File: src/rtl/t2i64_pkg.sv
// Shared types and character codes for the text to int64 parser.
// Depends on nothing; used by rtl/text_to_int64_parser.sv.
`timescale 1ns / 1ps

package t2i64_pkg;

    typedef enum logic [2:0] {
        PH_LEAD  = 3'd0,
        PH_SIGN  = 3'd1,
        PH_ZERO  = 3'd2,
        PH_DIGIT = 3'd3,
        PH_DONE  = 3'd4
    } phase_t;

    typedef enum logic [1:0] {
        RX_DEC = 2'd0,
        RX_BIN = 2'd1,
        RX_OCT = 2'd2,
        RX_HEX = 2'd3
    } radix_t;

    localparam logic [7:0] CH_SPACE = 8'h20;
    localparam logic [7:0] CH_TAB   = 8'h09;
    localparam logic [7:0] CH_CR    = 8'h0D;
    localparam logic [7:0] CH_PLUS  = 8'h2B;
    localparam logic [7:0] CH_MINUS = 8'h2D;
    localparam logic [7:0] CH_ZERO  = 8'h30;
    localparam logic [7:0] CH_NINE  = 8'h39;
    localparam logic [7:0] CH_UC_A  = 8'h41;
    localparam logic [7:0] CH_UC_Z  = 8'h5A;
    localparam logic [7:0] CH_LC_A  = 8'h61;
    localparam logic [7:0] CH_LC_Z  = 8'h7A;
    localparam logic [7:0] CH_UC_B  = 8'h42;
    localparam logic [7:0] CH_LC_B  = 8'h62;
    localparam logic [7:0] CH_UC_O  = 8'h4F;
    localparam logic [7:0] CH_LC_O  = 8'h6F;
    localparam logic [7:0] CH_UC_X  = 8'h58;
    localparam logic [7:0] CH_LC_X  = 8'h78;

    // Marks a character that is no digit in any radix.
    localparam logic [5:0] DIGIT_NONE = 6'd63;

    localparam logic [67:0] MAG_LIMIT = {5'd0, 63'h7FFF_FFFF_FFFF_FFFF};
    localparam logic [63:0] VALUE_MAX = 64'h7FFF_FFFF_FFFF_FFFF;
    localparam logic [63:0] VALUE_MIN = 64'h8000_0000_0000_0000;

    function automatic logic [5:0] digit_of(input logic [7:0] c);
        logic [7:0] d;
        d = {2'b00, DIGIT_NONE};
        if (c >= CH_ZERO && c <= CH_NINE)
            d = c - CH_ZERO;
        else if (c >= CH_LC_A && c <= CH_LC_Z)
            d = c - CH_LC_A + 8'd10;
        else if (c >= CH_UC_A && c <= CH_UC_Z)
            d = c - CH_UC_A + 8'd10;
        return d[5:0];
    endfunction

    function automatic logic [4:0] radix_value(input radix_t r);
        logic [4:0] v;
        unique case (r)
            RX_BIN:  v = 5'd2;
            RX_OCT:  v = 5'd8;
            RX_HEX:  v = 5'd16;
            default: v = 5'd10;
        endcase
        return v;
    endfunction

endpackage

File: src/rtl/text_to_int64_parser.sv
// Text to int64 parser: input register, combinational parse step, result register.
// Depends on rtl/t2i64_pkg.sv.
// A result appears on m_axis once the last byte has passed the input register and been written to the result register.
// Throughput: one byte per cycle, but a last byte waits while the result register is full; the
// single shift-add and limit compare on the accumulated magnitude sets that figure.
// Reset (rst_n low, asynchronous) empties both registers and returns the parser to
// the leading whitespace phase.
`timescale 1ns / 1ps

module text_to_int64_parser (
    input  logic        clk,
    input  logic        rst_n,
    input  logic        s_axis_tvalid,
    output logic        s_axis_tready,
    input  logic [7:0]  s_axis_tdata,   // [7:0] char_byte
    input  logic        s_axis_tuser,   // [0] has_char
    input  logic        s_axis_tlast,
    output logic        m_axis_tvalid,
    input  logic        m_axis_tready,
    output logic [63:0] m_axis_tdata,   // [63:0] value (signed)
    output logic        m_axis_tuser    // [0] saturated
);

    logic        in_valid_reg;
    logic [7:0]  in_char_reg;
    logic        in_has_reg;
    logic        in_last_reg;

    t2i64_pkg::phase_t phase_reg, phase_next;
    t2i64_pkg::radix_t radix_reg, radix_next;
    logic        neg_reg, neg_next;
    logic [62:0] mag_reg, mag_next;
    logic        ovf_reg, ovf_next;

    logic        out_valid_reg;
    logic [63:0] out_value_reg, out_value_next;
    logic        out_sat_reg;

    logic        out_free;
    logic        step;
    logic [5:0]  digit;
    logic [4:0]  radix;
    logic        digit_ok;
    logic [67:0] product;
    logic [67:0] sum;
    logic        would_ovf;
    logic        is_space;
    logic [63:0] mag_ext;

    assign out_free      = !out_valid_reg || m_axis_tready;
    // Only a last byte needs room in the result register.
    assign step          = in_valid_reg && (!in_last_reg || out_free);
    assign s_axis_tready = !in_valid_reg || step;

    assign digit    = t2i64_pkg::digit_of(in_char_reg);
    assign radix    = t2i64_pkg::radix_value(radix_reg);
    assign digit_ok = {1'b0, digit} < {2'b00, radix};

    always_comb
    begin
        unique case (radix_reg)
            t2i64_pkg::RX_BIN: product = {4'd0, mag_reg, 1'b0};
            t2i64_pkg::RX_OCT: product = {2'd0, mag_reg, 3'b000};
            t2i64_pkg::RX_HEX: product = {1'b0, mag_reg, 4'b0000};
            default:           product = {2'd0, mag_reg, 3'b000} + {4'd0, mag_reg, 1'b0};
        endcase
    end

    assign sum       = product + {62'd0, digit};
    assign would_ovf = sum > t2i64_pkg::MAG_LIMIT;
    assign is_space  = (in_char_reg == t2i64_pkg::CH_SPACE) ||
                       (in_char_reg >= t2i64_pkg::CH_TAB && in_char_reg <= t2i64_pkg::CH_CR);

    // Next parser state for the byte held in the input register.
    always_comb
    begin
        phase_next = phase_reg;
        radix_next = radix_reg;
        neg_next   = neg_reg;
        mag_next   = mag_reg;
        ovf_next   = ovf_reg;
        if (in_has_reg)
        begin
            unique case (phase_reg)
                t2i64_pkg::PH_LEAD, t2i64_pkg::PH_SIGN:
                begin
                    if (phase_reg == t2i64_pkg::PH_LEAD && is_space)
                    begin
                        phase_next = t2i64_pkg::PH_LEAD;
                    end
                    else if (phase_reg == t2i64_pkg::PH_LEAD &&
                             (in_char_reg == t2i64_pkg::CH_MINUS ||
                              in_char_reg == t2i64_pkg::CH_PLUS))
                    begin
                        neg_next   = (in_char_reg == t2i64_pkg::CH_MINUS);
                        phase_next = t2i64_pkg::PH_SIGN;
                    end
                    else if (in_char_reg == t2i64_pkg::CH_ZERO)
                    begin
                        phase_next = t2i64_pkg::PH_ZERO;
                    end
                    else if (!digit_ok)
                    begin
                        phase_next = t2i64_pkg::PH_DONE;
                    end
                    else if (would_ovf)
                    begin
                        ovf_next   = 1'b1;
                        phase_next = t2i64_pkg::PH_DONE;
                    end
                    else
                    begin
                        mag_next   = sum[62:0];
                        phase_next = t2i64_pkg::PH_DIGIT;
                    end
                end
                t2i64_pkg::PH_ZERO, t2i64_pkg::PH_DIGIT:
                begin
                    if (phase_reg == t2i64_pkg::PH_ZERO &&
                        (in_char_reg == t2i64_pkg::CH_LC_B || in_char_reg == t2i64_pkg::CH_UC_B))
                    begin
                        radix_next = t2i64_pkg::RX_BIN;
                        phase_next = t2i64_pkg::PH_DIGIT;
                    end
                    else if (phase_reg == t2i64_pkg::PH_ZERO &&
                             (in_char_reg == t2i64_pkg::CH_LC_X ||
                              in_char_reg == t2i64_pkg::CH_UC_X))
                    begin
                        radix_next = t2i64_pkg::RX_HEX;
                        phase_next = t2i64_pkg::PH_DIGIT;
                    end
                    else if (phase_reg == t2i64_pkg::PH_ZERO &&
                             (in_char_reg == t2i64_pkg::CH_LC_O ||
                              in_char_reg == t2i64_pkg::CH_UC_O))
                    begin
                        radix_next = t2i64_pkg::RX_OCT;
                        phase_next = t2i64_pkg::PH_DIGIT;
                    end
                    else if (!digit_ok)
                    begin
                        phase_next = t2i64_pkg::PH_DONE;
                    end
                    else if (would_ovf)
                    begin
                        ovf_next   = 1'b1;
                        phase_next = t2i64_pkg::PH_DONE;
                    end
                    else
                    begin
                        mag_next   = sum[62:0];
                        phase_next = t2i64_pkg::PH_DIGIT;
                    end
                end
                default:
                begin
                    phase_next = phase_reg;
                end
            endcase
        end
    end

    // Result value from the state after this byte.
    assign mag_ext = {1'b0, mag_next};

    always_comb
    begin
        if (ovf_next)
            out_value_next = neg_next ? t2i64_pkg::VALUE_MIN : t2i64_pkg::VALUE_MAX;
        else
            out_value_next = neg_next ? (~mag_ext + 64'd1) : mag_ext;
    end

    always_ff @(posedge clk or negedge rst_n)
    begin
        if (!rst_n)
        begin
            in_valid_reg <= 1'b0;
        end
        else if (s_axis_tready)
        begin
            in_valid_reg <= s_axis_tvalid;
        end
    end

    always_ff @(posedge clk)
    begin
        if (s_axis_tready && s_axis_tvalid)
        begin
            in_char_reg <= s_axis_tdata;
            in_has_reg  <= s_axis_tuser;
            in_last_reg <= s_axis_tlast;
        end
    end

    always_ff @(posedge clk or negedge rst_n)
    begin
        if (!rst_n)
        begin
            phase_reg <= t2i64_pkg::PH_LEAD;
            radix_reg <= t2i64_pkg::RX_DEC;
            neg_reg   <= 1'b0;
            mag_reg   <= 63'd0;
            ovf_reg   <= 1'b0;
        end
        else if (step)
        begin
            if (in_last_reg)
            begin
                phase_reg <= t2i64_pkg::PH_LEAD;
                radix_reg <= t2i64_pkg::RX_DEC;
                neg_reg   <= 1'b0;
                mag_reg   <= 63'd0;
                ovf_reg   <= 1'b0;
            end
            else
            begin
                phase_reg <= phase_next;
                radix_reg <= radix_next;
                neg_reg   <= neg_next;
                mag_reg   <= mag_next;
                ovf_reg   <= ovf_next;
            end
        end
    end

    always_ff @(posedge clk or negedge rst_n)
    begin
        if (!rst_n)
        begin
            out_valid_reg <= 1'b0;
        end
        else if (out_free)
        begin
            out_valid_reg <= step && in_last_reg;
        end
    end

    always_ff @(posedge clk)
    begin
        if (step && in_last_reg)
        begin
            out_value_reg <= out_value_next;
            out_sat_reg   <= ovf_next;
        end
    end

    assign m_axis_tvalid = out_valid_reg;
    assign m_axis_tdata  = out_value_reg;
    assign m_axis_tuser  = out_sat_reg;

endmodule
File: config.mk
export PLATFORM = sky130hd
export DESIGN_NAME = text_to_int64_parser
export DESIGN_NICKNAME = d
export VERILOG_FILES = /design/src/rtl/t2i64_pkg.sv /design/src/rtl/text_to_int64_parser.sv
export SDC_FILE = /design/constraint.sdc
export NUM_CORES = 1
export LEC_CHECK = 0
export BUFFER_PORTS_ARGS = -buffer_cell sky130_fd_sc_hd__buf_2
export CAP_MARGIN = 15
export CORE_UTILIZATION = 28
export CTS_CLUSTER_SIZE = 25
export DETAILED_ROUTE_END_ITERATION = 8
export PLACE_DENSITY = 0.41
export SYNTH_ARGS = -nofsm -noshare
export SYNTH_HDL_FRONTEND = slang
export SYNTH_SLANG_ARGS = --single-unit
export TNS_END_PERCENT = 10
File: constraint.sdc
create_clock -name clk -period 8.5 [get_ports clk]
set_input_delay 1.7 -clock clk [delete_from_list [all_inputs] [get_ports clk]]
set_output_delay 1.7 -clock clk [all_outputs]
set_load 0.01 [all_outputs]
=== After elaboration in Yosys (flattened, before gate mapping) ===
Cells that the tools add are included.

* Bits in registers: 147
* Bits of input ports: 14
* Output and inout port bits: 67
* Logic and storage cells: 131

* Add/sub/neg operators: 8
* Order comparisons: 10
* Equal/unequal tests: 16
* Mux-type cells: 52
* Bitwise logic cells: 1
* Reduce and logical (&&, ||, !) cells: 32

{| class="wikitable"
|+ Operators by type and width
! kind !! number
|-
| 63-bit 2-to-1 mux || 10
|-
| 67-bit one-hot mux with 3 select lines || 1
|-
| 64-bit 2-to-1 mux || 3
|-
| 63-bit one-hot mux with 2 select lines || 1
|-
| 68-bit by 6-bit adder with 68-bit output || 1
|-
| 68-bit by 63-bit greater-than comparator with 1-bit output, second input constant || 1
|-
| 66-bit by 64-bit adder with 67-bit output || 1
|-
| 64-bit by 1-bit adder with 64-bit output, second input constant || 1
|-
| 63-bit NOT with 64-bit output || 1
|-
| 8-bit by 7-bit == test with 1-bit output, second input constant || 6
|-
| 8-bit by 6-bit == test with 1-bit output, second input constant || 4
|-
| 3-bit 2-to-1 mux || 10
|-
| 6-bit 2-to-1 mux || 3
|-
| 8-bit by 7-bit >= comparator with 1-bit output, second input constant || 2
|-
| 8-bit by 7-bit less-or-equal comparator with 1-bit output, second input constant || 2
|-
| 1-bit 2-to-1 mux || 15
|-
| 5-bit one-hot mux with 3 select lines || 1
|-
| 6-bit by 4-bit adder with 6-bit output, second input constant || 2
|-
| 1-bit logical AND || 12
|-
| 2-bit 2-to-1 mux || 6
|-
| 6-bit subtractor, second input constant || 2
|-
| 8-bit by 4-bit >= comparator with 1-bit output, second input constant || 1
|-
| 8-bit by 6-bit >= comparator with 1-bit output, second input constant || 1
|-
| 8-bit by 4-bit less-or-equal comparator with 1-bit output, second input constant || 1
|-
| other kinds (18) || 31
|}

=== Longest topological paths before layout ===
* Depth after elaboration: 18
* Gate-level depth with buffers: 32
* Mapped depth without buffers: 30

=== Least setup slack after synthesis ===
No wires, ideal clock.

* Path kind: register to register
* Start: register radix_reg[1]
* End: register out_value_reg[44], in the netlist m_axis_tdata[44] (data pin)
* Library setup time: 162 ps
* Arrival: 7597 ps
* Required time: 8338 ps
* Setup slack: 741 ps
* Stages on the path, launching flop included: 30
* Buffers on the path: 9
* Period minus slack after synthesis: 7759 ps
* Cells stage by stage: dfrtp_1 buf_2 buf_2 buf_2 buf_1 clkbuf_1 buf_1 buf_1 mux4_2 ha_1 a21oi_1 inv_1 a21oi_1 or2_2 nor2_1 nand3_1 or4b_4 nor4b_2 a21oi_1 o22a_2 buf_4 a41o_1 or3b_2 inv_1 ha_1 nand4_2 or3_4 buf_6 or4_1 o2111ai_1

* Word-level cells in the longest chain between the ends: 15
* Elaborated cells between the ends (all ways): 32
* Those cells by class: add/sub (2); order compare (2); eq/ne (3); mux (24); bitwise (1)

{| class="wikitable"
|+ Ends and longest elaborated chain
! element !! line !! text
|-
| start: declaration || text_to_int64_parser.sv:30 || <nowiki>t2i64_pkg::radix_t radix_reg, radix_next;</nowiki>
|-
| start signal: assignment || text_to_int64_parser.sv:200 || <nowiki>radix_reg <= t2i64_pkg::RX_DEC;</nowiki>
|-
| start signal: assignment || text_to_int64_parser.sv:210 || <nowiki>radix_reg <= t2i64_pkg::RX_DEC;</nowiki>
|-
| start signal: assignment || text_to_int64_parser.sv:218 || <nowiki>radix_reg <= radix_next;</nowiki>
|-
| 2-bit == test or 2-bit by 1-bit == test with 1-bit output (tied branches) || t2i64_pkg.sv:61, text_to_int64_parser.sv:61 ||
|-
| 67-bit one-hot mux with 3 select lines || text_to_int64_parser.sv:61 || <nowiki>unique case (radix_reg)</nowiki>
|-
| 68-bit by 6-bit adder with 68-bit output || text_to_int64_parser.sv:69 || <nowiki>assign sum = product + {62'd0, digit};</nowiki>
|-
| 68-bit by 63-bit greater-than comparator with 1-bit output || text_to_int64_parser.sv:70 || <nowiki>assign would_ovf = sum > t2i64_pkg::MAG_LIMIT;</nowiki>
|-
| 63-bit 2-to-1 mux || text_to_int64_parser.sv:106, text_to_int64_parser.sv:143 ||
|-
| 63-bit 2-to-1 mux || text_to_int64_parser.sv:102 || <nowiki>else if (!digit_ok)</nowiki>
|-
| 63-bit 2-to-1 mux, on equally long branches || text_to_int64_parser.sv:132, text_to_int64_parser.sv:98 ||
|-
| 63-bit 2-to-1 mux, on equally long branches || text_to_int64_parser.sv:125, text_to_int64_parser.sv:91 ||
|-
| 63-bit 2-to-1 mux, on equally long branches || text_to_int64_parser.sv:119, text_to_int64_parser.sv:87 ||
|-
| 63-bit one-hot mux with 2 select lines || text_to_int64_parser.sv:84 || <nowiki>unique case (phase_reg)</nowiki>
|-
| 63-bit 2-to-1 mux || text_to_int64_parser.sv:82 || <nowiki>if (in_has_reg)</nowiki>
|-
| 63-bit NOT with 64-bit output || text_to_int64_parser.sv:170 || <nowiki>out_value_next = neg_next ? (~mag_ext + 64'd1) : mag_ext;</nowiki>
|-
| 64-bit by 1-bit adder with 64-bit output || text_to_int64_parser.sv:170 ||
|-
| 64-bit 2-to-1 mux || text_to_int64_parser.sv:170 ||
|-
| 64-bit 2-to-1 mux (*) || text_to_int64_parser.sv:167 || <nowiki>if (ovf_next)</nowiki>
|-
| net out_value_next[44] || text_to_int64_parser.sv:36 || <nowiki>logic [63:0] out_value_reg, out_value_next;</nowiki>
|-
| end signal: assignment || text_to_int64_parser.sv:242 || <nowiki>out_value_reg <= out_value_next;</nowiki>
|-
| end: declaration || text_to_int64_parser.sv:36 ||
|}

Mark *: on every way through the listed nets, which the timed path passes. The rest lies on a longest branch.
A chain may end at the register's enable or synchronous reset.

=== Worst setup path in the final report ===
* Start: register mag_reg[31]
* End: register out_value_reg[15], in the netlist m_axis_tdata[15] (data pin)

* Word-level cells in the longest chain between the ends: 15
* Elaborated cells between the ends (all ways): 28
* Those cells by class: add/sub (3); order compare (1); mux (23); bitwise (1)

{| class="wikitable"
|+ Ends and longest elaborated chain
! element !! line !! text
|-
| start: declaration || text_to_int64_parser.sv:32 || <nowiki>logic [62:0] mag_reg, mag_next;</nowiki>
|-
| start signal: assignment || text_to_int64_parser.sv:220 || <nowiki>mag_reg <= mag_next;</nowiki>
|-
| 66-bit by 64-bit adder with 67-bit output || text_to_int64_parser.sv:65 || <nowiki>default: product = {2'd0, mag_reg, 3'b000} + {4'd0, mag_reg, 1'b0};</nowiki>
|-
| 67-bit one-hot mux with 3 select lines (*) || text_to_int64_parser.sv:61 ||
|-
| 68-bit by 6-bit adder with 68-bit output (*) || text_to_int64_parser.sv:69 ||
|-
| 68-bit by 63-bit greater-than comparator with 1-bit output (*) || text_to_int64_parser.sv:70 ||
|-
| 63-bit 2-to-1 mux || text_to_int64_parser.sv:106, text_to_int64_parser.sv:143 ||
|-
| 63-bit 2-to-1 mux || text_to_int64_parser.sv:102 ||
|-
| 63-bit 2-to-1 mux, on equally long branches || text_to_int64_parser.sv:132, text_to_int64_parser.sv:98 ||
|-
| 63-bit 2-to-1 mux, on equally long branches || text_to_int64_parser.sv:125, text_to_int64_parser.sv:91 ||
|-
| 63-bit 2-to-1 mux, on equally long branches || text_to_int64_parser.sv:119, text_to_int64_parser.sv:87 ||
|-
| 63-bit one-hot mux with 2 select lines || text_to_int64_parser.sv:84 ||
|-
| 63-bit 2-to-1 mux || text_to_int64_parser.sv:82 ||
|-
| 63-bit NOT with 64-bit output || text_to_int64_parser.sv:170 ||
|-
| 64-bit by 1-bit adder with 64-bit output || text_to_int64_parser.sv:170 ||
|-
| 64-bit 2-to-1 mux || text_to_int64_parser.sv:170 ||
|-
| 64-bit 2-to-1 mux (*) || text_to_int64_parser.sv:167 ||
|-
| net out_value_next[15] || text_to_int64_parser.sv:36 ||
|}

Marked as above.

==> results.json <==
{
  "status": "complete, but fails checks",
  "violations": "DRC",
  "synth_cell_type_count": 111,
  "wl_per_cell_um": 24.09,
  "rsz0062_at_grt": "false",
  "core_um2": 66100,
  "synth.yosys.seq_area_share_pct": 21.60,
  "synth_area_leader_cell": "edfxtp_1",
  "setup_viol": 0,
  "antenna_found_initial": 1,
  "pin_count": 81,
  "hold_path.class": "register to register",
  "fmax_mhz": 126.3,
  "clock_latency_ns": 0.45,
  "synth_seq_cells": 147,
  "max-vdd-ir-drop_uv": 101.9,
  "postCtsSetupBuffers": 0,
  "critPathCaptureType": "register",
  "yosysWarningCount": 0,
  "seqCellArea_um2": 4061,
  "routed_wirelength_um": 82210,
  "slew_headroom_pct": 12.54,
  "power.density_nw_per_um2": 83.10,
  "final_cells": 3412,
  "cts_tree": "built",
  "globalplace.congestion": 0.9447,
  "syn_avg_cell_area_um2": 7.413,
  "via_per_inst": 5.931,
  "netlist_area_um2": 18770,
  "dp_cells": 3380,
  "crit_start": "mag_reg[31]",
  "min_period_ns": 7.915,
  "grt_overflow": 0,
  "busiest_layer": "met2",
  "antenna_cells": 0,
  "startpoint_type": "register",
  "synth-edff-count": 75,
  "p_leak_uw": 0.007829,
  "drt-pass1-iter-count": 8,
  "slew_viol_final": 0,
  "synth_async_sr_flop_share_pct": 48.98,
  "rows": 94,
  "io_buffers": 80,
  "grtUsageTotal_pct": 23.63,
  "cts-root-buf": "clkbuf_16",
  "fillCellCount": 7192,
  "hold_violations": 0,
  "cts.clk_slew.worst_paths_ns": 0.06,
  "drive_gt1_share_pct": 11.11,
  "die-height_um": 260.9,
  "grt_use_met3_pct": 2.214,
  "area_growth_pct": 10.21,
  "grt_util_met2_pct": 42.15,
  "setup_tns_ns": 0,
  "hold_path.startpoint": "phase_reg[0]",
  "post-dp-hpwl_um": 65150,
  "ant_nets": 0,
  "cts_max_level": 4,
  "synth_ff_type": "edfxtp_1",
  "cts_made_buffers": 17,
  "final_common_cell": "nand2_1",
  "initial_core_util_pct": 28.40,
  "die_x_um": 260.9,
  "period_share_pct": 93.12,
  "critPathMaxFanout": 11,
  "layout_common_cells": "332 x nand2_1, 253 x nor2_1, 210 x o21ai_0",
  "die_area_um2": 68070,
  "globalRouteMet1Util_pct": 29.19,
  "maxCapViolations": 0,
  "clock_path_buffers": 2,
  "multi_input_area_um2": 13880,
  "synthesis.nets": 2626,
  "synthCells": 2532,
  "detail_route.iter0.violations": 1745,
  "grt_pass1_wl_um": 122100,
  "synthDominantCellAreaShare_pct": 12.00,
  "path_class": "register to register",
  "worst_pin_slew_ns": 1.279,
  "drc": 1,
  "grt_pass1_vias": 19220,
  "critPathRequiredTime_ns": 8.75,
  "r2r-start": "mag_reg[31]",
  "netlist_top_cells_area": "edfxtp_1 12%, dfrtp_1 9.6%, nand2_1 6.7%",
  "cts_sinks": 147,
  "grt_max_degree": 103,
  "cp.arrival_ns": 8.17,
  "largest_reg_flops": 64,
  "nNetsFinal": 2629,
  "vias": 20240,
  "fin_worst_skew_ns": 0.01654
}
## synth_stat cells, drive strengths merged (24+ instances only)
library cell and number:
xor2 27, nand2b 39, inv 42, a31oi 28, a21o 28, clkbuf 87
buf 74, or3 32, dfrtp 72, o21ai 227, nand2 335, nor3 78
edfxtp 75, o21a 25, mux2i 98, a21oi 205, nor2 255, nand3 89
ha 78, o211ai 42, a211oi 24, xnor2 59, nor4 51, nand4 75
## stage by stage
stage,hold slack (ns),cell area [µm²],setup slack (ns),power [µW],utilization (%)
after detailed placement,0.5374,20090,0.3928,960.5,30.39
final,0.5414,20680,0.5846,1719,31.29
after global placement,0.5255,20090,0.3762,960.5,30.39
after global routing,0.5703,20680,0.06711,1782,31.29
after CTS,0.5479,20660,0.3422,1739,31.26
after floorplan,0.4668,18770,0.7412,888.9,-
## path summary, 6_finish.rpt
path | endpoint | slack [ns] | depth (start not counted)
max | m_axis_tdata[15] | 0.58 | 19
min reg2reg | phase_reg[0] | 0.54 | 1
max reg2reg | m_axis_tdata[15] | 0.58 | 19
min in group asynchronous | mag_reg[58] | 1.09 | 1
max in group asynchronous | radix_reg[1] | 6.18 | 2
min | phase_reg[0] | 0.54 | 1
## area by class of cell
class | instances | area share [%]
timing repair buffer | 145 | 4.428
multi-input combinational | 2180 | 67.12
clock buffer | 20 | 2.159
inverter | 44 | 0.7985
tap | 864 | 5.226
sequential | 147 | 19.63
clock inverter | 12 | 0.6291
## what timing repair did
action / CTS / global route
resized for setup: 0 / 6
hold buffers: 0 / 0
setup endpoints to repair: 0 / 37
## kinds of logic (layout without fill, tap and decap cells)
group	after synthesis	count (layout)	share of synthesized area [%]
flip-flops	147	147	21.60
multiplexers	121	121	7.066
buffers and inverters	205	221	4.766
AND/OR/NAND/NOR	1100	1100	29.62
adder cells (fa/ha/maj)	80	80	5.413
XOR/XNOR	86	86	4.013
AO/OA/AOI/OAI	793	793	27.52
## report_power, final
part           switching (µW)  internal [µW]
logic                     114           50.3
registers                14.0            768
clock network             331            441
total                     459           1260
## worst max-delay path: stages, from the launching register on
cell and delay, ns:
dfrtp_1 0.54, ha_1 0.60, a21oi_1 0.17, o21ai_0 0.62
a21oi_1 0.21, o311ai_0 0.63, a2111oi_0 0.33, nand3b_1 0.24
or3b_1 0.44, or4_4 0.46, and4b_2 0.38, and4_1 0.24
o22a_2 0.27, buf_4 0.24, nand2b_1 0.19, o21ai_2 0.31
nand2_1 0.35, or4_1 0.80, or4_1 0.56, o2111ai_1 0.14
## per-layer routing
metal / up-vias / share of wire [%]
met3: 109 / 3.9
met2: 613 / 50
met1: 9902 / 42
li1: 9614 / -
met5: - / 0
met4: 0 / 3.9
Note: power is estimated with default switching activity, not from simulation.
